## src/rtl/rpp_pkg.sv

```systemverilog
`timescale 1ns / 1ps
`default_nettype none

package rpp_pkg;

    // Default sizing, handed to the top level parameters
    localparam int MAX_ELEMENTS_DEF = 4096;
    localparam int BUCKET_BITS_DEF  = 8;

    // Fixed field widths
    localparam int OPCODE_W     = 1;
    localparam int VALUE_W      = 32;
    localparam int KIND_W       = 1;
    localparam int ITEM_IDX_W   = 12;
    localparam int POS_W        = 13;
    localparam int RADIX_BITS_W = 4;
    localparam int SHIFT_W      = 5;
    localparam int CFG_IDX_W    = 1;
    localparam int CFG_DATA_W   = 5;

    // Opcodes
    localparam logic [OPCODE_W-1:0] OP_LOAD    = 1'b0;
    localparam logic [OPCODE_W-1:0] OP_REQUEST = 1'b1;

    // Result kinds
    localparam logic [KIND_W-1:0] KIND_BUCKET  = 1'b0;
    localparam logic [KIND_W-1:0] KIND_ELEMENT = 1'b1;

    // Register indexes
    localparam logic [CFG_IDX_W-1:0] REG_RADIX_BITS   = 1'b0;
    localparam logic [CFG_IDX_W-1:0] REG_SHIFT_AMOUNT = 1'b1;

    // Register reset values
    localparam logic [RADIX_BITS_W-1:0] RADIX_BITS_RST = 4'd9;
    localparam logic [SHIFT_W-1:0]      SHIFT_RST      = 5'd0;

    typedef enum logic [1:0] {
        PH_LOAD,
        PH_BUCKETS,
        PH_ELEMENTS,
        PH_DONE
    } t_phase;

    // Controller to datapath
    typedef struct packed {
        logic load_start;   // load accepted: latch bucket, read its count
        logic load_commit;  // count update and element store write
        logic scan_read;    // prefix sum: read one count
        logic scan_write;   // prefix sum: write running sum
        logic bkt_read;     // bucket request accepted: read start
        logic bkt_emit;     // present bucket start
        logic elem_read;    // element request accepted: read its bucket
        logic elem_lookup;  // read the bucket's next slot
        logic elem_emit;    // present element position, bump slot
        logic elem_skip;    // nothing left to drain: close out
    } t_cmd;

    // Datapath to controller
    typedef struct packed {
        t_phase phase;
        logic   fin;          // latched final mark of current load
        logic   scan_last;    // prefix sum at last bucket
        logic   elem_pending; // an element position is left to drain
        logic   out_free;     // output register can take a result
    } t_stat;

endpackage

`default_nettype wire

```

## src/rtl/rpp_ctrl.sv

```systemverilog
`timescale 1ns / 1ps
`default_nettype none

module rpp_ctrl (
    input  wire logic                         i_clk,
    input  wire logic                         i_rst_n,
    input  wire logic                         i_in_valid,
    input  wire logic [rpp_pkg::OPCODE_W-1:0] i_opcode,
    output logic                              o_in_ready,
    input  wire rpp_pkg::t_stat               i_stat,
    output rpp_pkg::t_cmd                     o_cmd
);
    import rpp_pkg::*;

    typedef enum logic [2:0] {
        S_IDLE,
        S_LOAD,
        S_SCAN_RD,
        S_SCAN_WR,
        S_BKT,
        S_ELEM_LK,
        S_ELEM_OUT
    } t_state;

    t_state r_state;
    t_state n_state;
    logic   accept;

    assign o_in_ready = (r_state == S_IDLE);
    assign accept     = i_in_valid && o_in_ready;

    always_comb begin
        o_cmd   = '0;
        n_state = r_state;
        unique case (r_state)
            S_IDLE: begin
                if (accept) begin
                    priority if (i_opcode == OP_LOAD) begin
                        o_cmd.load_start = 1'b1;
                        n_state          = S_LOAD;
                    end else if (i_stat.phase == PH_BUCKETS) begin
                        o_cmd.bkt_read = 1'b1;
                        n_state        = S_BKT;
                    end else if (i_stat.phase == PH_ELEMENTS && i_stat.elem_pending) begin
                        o_cmd.elem_read = 1'b1;
                        n_state         = S_ELEM_LK;
                    end else if (i_stat.phase == PH_ELEMENTS) begin
                        o_cmd.elem_skip = 1'b1;
                    end else begin
                        // request while loading or after the set: dropped
                        n_state = S_IDLE;
                    end
                end
            end
            S_LOAD: begin
                o_cmd.load_commit = 1'b1;
                n_state           = i_stat.fin ? S_SCAN_RD : S_IDLE;
            end
            S_SCAN_RD: begin
                o_cmd.scan_read = 1'b1;
                n_state         = S_SCAN_WR;
            end
            S_SCAN_WR: begin
                o_cmd.scan_write = 1'b1;
                n_state          = i_stat.scan_last ? S_IDLE : S_SCAN_RD;
            end
            S_BKT: begin
                if (i_stat.out_free) begin
                    o_cmd.bkt_emit = 1'b1;
                    n_state        = S_IDLE;
                end
            end
            S_ELEM_LK: begin
                o_cmd.elem_lookup = 1'b1;
                n_state           = S_ELEM_OUT;
            end
            S_ELEM_OUT: begin
                if (i_stat.out_free) begin
                    o_cmd.elem_emit = 1'b1;
                    n_state         = S_IDLE;
                end
            end
            default: begin
                n_state = S_IDLE;
            end
        endcase
    end

    always_ff @(posedge i_clk) begin
        if (!i_rst_n) begin
            r_state <= S_IDLE;
        end else begin
            r_state <= n_state;
        end
    end

endmodule

`default_nettype wire

```

## config.mk

```make
export PLATFORM = sky130hd
export DESIGN_NAME = rpp_ctrl
export DESIGN_NICKNAME = d
export VERILOG_FILES = /design/src/rtl/rpp_pkg.sv /design/src/rtl/rpp_ctrl.sv
export SDC_FILE = /design/constraint.sdc
export NUM_CORES = 1
export LEC_CHECK = 0
export BUFFER_PORTS_ARGS = -buffer_cell sky130_fd_sc_hd__buf_2
export CAP_MARGIN = 15
export CORE_AREA = 8 8 45 47
export DETAILED_ROUTE_END_ITERATION = 6
export DIE_AREA = 0 0 53 55
export GPL_ROUTABILITY_DRIVEN = 1
export HOLD_SLACK_MARGIN = 0.06
export PLACE_DENSITY = 0.54
export SYNTH_ARGS = -nofsm -noshare
export SYNTH_HDL_FRONTEND = slang
export SYNTH_SLANG_ARGS = --single-unit
export TNS_END_PERCENT = 5
```

## constraint.sdc

```tcl
create_clock -name i_clk -period 1.14 [get_ports i_clk]
set_input_delay 0.171 -clock i_clk [delete_from_list [all_inputs] [get_ports i_clk]]
set_output_delay 0.171 -clock i_clk [all_outputs]
set_load 0.02 [all_outputs]
```

======== Yosys cells after proc, flatten, opt, wreduce, memory -nomap -nowiden ========
Cells that the tools add are included.
Widths: inputs -> output; s select.
cells by class
  equal/unequal tests ..................... 11
  multiplexer cells ....................... 34
  reduce and logical (&&, ||, !) cells .... 5
operators with widths
  cell                count
  $mux 1              25
  $mux 3              6
  $pmux 3 s6          1
  $eq 3x3->1 const B  3
  $eq 3x2->1 const B  2
  $ne 5x4->1 const B  1
  $mux 2              2
  $ne 2x1->1 const B  2
  $eq 3x1->1 const B  1
  $logic_not 3->1     1
  $reduce_and 3->1    1
  $eq 2x1->1 const B  1
  $eq 2x2->1 const B  1
  $logic_and 1x1->1   2
  $reduce_or 2->1     1
storage, ports and cells
  register bits ........................... 3
  input bits .............................. 10
  output and inout port bits .............. 11
  word-level logic and storage cells ...... 51

======== Depth between registers and ports, before layout ========
  depth after elaboration ................. 7
  mapped depth ............................ 4

======== Worst setup path before layout ========
Ideal clock, no wire load.
  kind .................................... register to output
  start ................................... register r_state[2]
  end ..................................... output o_cmd[3] (netlist name)
  arrival time ............................ 1.239 ns
  data required time ...................... 0.969 ns
  slack ................................... -0.270 ns
  stages on the path, launching flop included .. 5
  cell sequence ........................... dfxtp_1 > buf_6 > nor3_4 > nand3_1 > nor2b_1
RTL lines
  what                    RTL line        text
  from (decl)             rpp_ctrl.sv:25  t_state r_state;
  from (signal assigned)  rpp_ctrl.sv:93  r_state <= n_state;
  to (decl)               rpp_ctrl.sv:11  output rpp_pkg::t_cmd o_cmd

==> metrics.md <==
| Metric | Value |
|---|---|
| Final Cycle Share | 123% |
| Status | finished with violations |
| Vias per Instance | roughly 4.5 |
| Commonest non-fill, non-tap cells in the layout | buf_2 (10), buf_4 (10), buf_6 (5), clkbuf_4 (4), nand2_1 (3) |
| Vias in the first global route | 380 |
| Initial antenna violation count | 0 |
| Total CTS buffers | 3 |
| Worst setup SP type | flip-flop |
| I/O pin total | 21 |
| Sw frac | 32.6% |
| Violated checks | setup timing |
| Largest net degree at the start of global routing | 10 |
| DRT iter0 DRCs | 5 |
| Final hold violation count | 0 |
| PortBufs | 20 |
| Setup CP Type | flip-flop to output port |
| CTS max path bufs | 2 |
| Tot GR Track Use | 6.77% |
| Async S/R FF share, synth | 0% |
| Global-route wire length before repair | 1550 µm |
| Largest regs | r_state x3 |
| Die Span X | 53 µm |
| Synth warn | 0 |
| DR vias | 369 |
| Final setup vio count | 11 |
| Initial Util | 21.4% |
| Reg with most FFs | r_state |
| Post-Syn Nets | 48 |
| Final setup margin | -0.266 ns |
| Final nets | 77 |
| DRC Markers | 0 |
| Fin Hold WS | approximately 0.22 ns |
| H-tree levels | 1 |
| Netlist area before placement | 297 µm² |
| Root Buffer | clkbuf_4 |
| Post-synth EDFFs | 0 |
| Sequential area share after synthesis | 20.3% |
| Layout cell share with drive strength beyond 1 | between 70% and 80% |
| Slew headroom | a little over 80% |
| Mean Syn Cell Area | between 7 and 8 µm² |
| Synth area leader | dfxtp_1 |
| Die Footprint | 0.00292 mm² |
| Pre-antenna DRT Iters | 4 |
| Clock network power share | 35.4% |
| Clk_skew | 0.00369 ns |
| Post-Syn Instances | 38 |
| P&R area growth vs syn | 98.3% |
| Achievable Freq | ~710 MHz |
| Unrepaired setup endpoints after global routing | yes |
| Area share of the largest cell type after synthesis | 20.3% |
| #FFs+latches synth | 3 |
| Antenna diode count | 0 |
| Placed wire-length estimate | 762 µm |
| Wirelength, routed | between 900 and 1000 µm |
| Rows | 14 |
| Met1 WL | 390 µm |
| P_sw | 171 µW |
| Clock transition at path regs | 0.04 ns |
| Antenna-violating nets left | 0 |
| Postcts setup bufs | 0 |
| Grt ovf | 0 |
| PD cells | 889 mW/mm² |
| Logic pwr share | about 42% |
| Routed length on met3 | 129 µm |
| Synth area leaders | dfxtp_1 (20%), nor2_1 (6.3%), nor2b_1 (6.3%) |
| Critical Path AT | between 1 and 1.5 ns |
| CTS tree | yes |
| Pins Over Slew Limit | 0 |
| Die Ht | roughly 55 µm |
| Leak | about 0.00027 µW |
| Worst-Skew Late Latency | 0.23 ns |
| Int Pwr | 352 µW |
| Routability Congestion | 0.723 |
| Period minus WS final | 1.41 ns |
| DR WL met2 | between 400 and 500 µm |
| DR top layer | met3 |
| Setup TNS | -1.95 ns |
| Setup crit end kind | output port |
| Post-synth cell types | 24 |
| Core Region | 0.00138 mm² |
| Post-DP Area | around 480 µm² |
| CP Data Required Time | 0.97 ns |
| TritonCTS Sinks | 3 |
| Worst-path fanout max | 4 |
| Max Cap Violations | 0 |
| Largest register FFs | 3 |
| Maximum VDD drop | around 450 µV |
| Worst slew pin tran | 0.263 ns |
| Drt wl/cell | 11.3 µm |
| Finished layout cell area | a little under 600 µm² |
| Main flop type after synthesis | dfxtp_1 |
| Worst Hold Class | input pin to flip-flop |
| Flop pwr share | 23.1% |
worst max-delay path: stages (launching register included):
cell,delay [ns]
dfxtp_2,0.32
nor3_4,0.26
nand3_2,0.16
nor2b_4,0.14
buf_6,0.12
synth_stat cells (2+ instances only):
cell	n
nor3b_1	2
nand2_1	4
nor2b_1	3
dfxtp_1	3
nand3_1	3
nor2_1	5
kinds of logic after synthesis:
group           count (synthesis)  synth area share, %
simple gates                   25                 52.3
compound gates                  7                 20.7
flops                           3                 20.3
buf+inv                         3                 6.75
final cells by class:
| class | count | area (µm²) |
|---|---|---|
| tap | 16 | 20.0 |
| sequential | 3 | 62.6 |
| timing repair buffer | 26 | 189 |
| fill | 154 | 796 |
| clock buffer | 4 | 26.3 |
| multi-input combinational | 32 | 287 |
| inverter | 1 | 3.75 |
layer usage:
layer  vias to the layer above  GRT usage [%]
met5                         -              0
met4                         0           1.29
met3                         0           4.01
met2                        20           10.7
met1                       161           7.73
li1                        188              -
final timing paths:
kind | from | to | slack [ns] | cells after the start
max | r_state[0] | o_cmd[3] | -0.27 | 4
min | i_rst_n | r_state[1] | 0.22 | 3
max reg2reg | r_state[0] | r_state[0] | 0.03 | 4
min reg2reg | r_state[2] | r_state[1] | 0.62 | 2
through the flow:
| step | setup slack [ns] | total power [µW] | std cells | util [%] |
|---|---|---|---|---|
| finish | -0.266 | 523 | 82 | 42.5 |
| global route | -0.350 | 569 | 82 | 42.5 |
| CTS | -0.300 | 525 | 82 | 40.5 |
| detailed placement | -0.0731 | 312 | 78 | 34.9 |
| global placement | -0.0788 | 311 | 78 | 34.9 |
| floorplan | -0.214 | 240 | 38 | - |
repair_timing:
action / CTS / global route
resized for setup: 17 / 7
pin swaps: 2 / 2
endpoints found under the hold margin: 0 / 0
hold buffers: 0 / 0
endpoints found under the setup margin: 13 / 13
power groups by stage:
stage	Sequential, µW	Combinational [µW]	Clock (µW)
after global routing	122	235	213
final	121	217	185
after CTS	121	208	196
after floorplan	122	119	0
after global placement	122	189	0
after detailed placement	121	190	0
No activity file was read; power rests on OpenSTA's default activity.
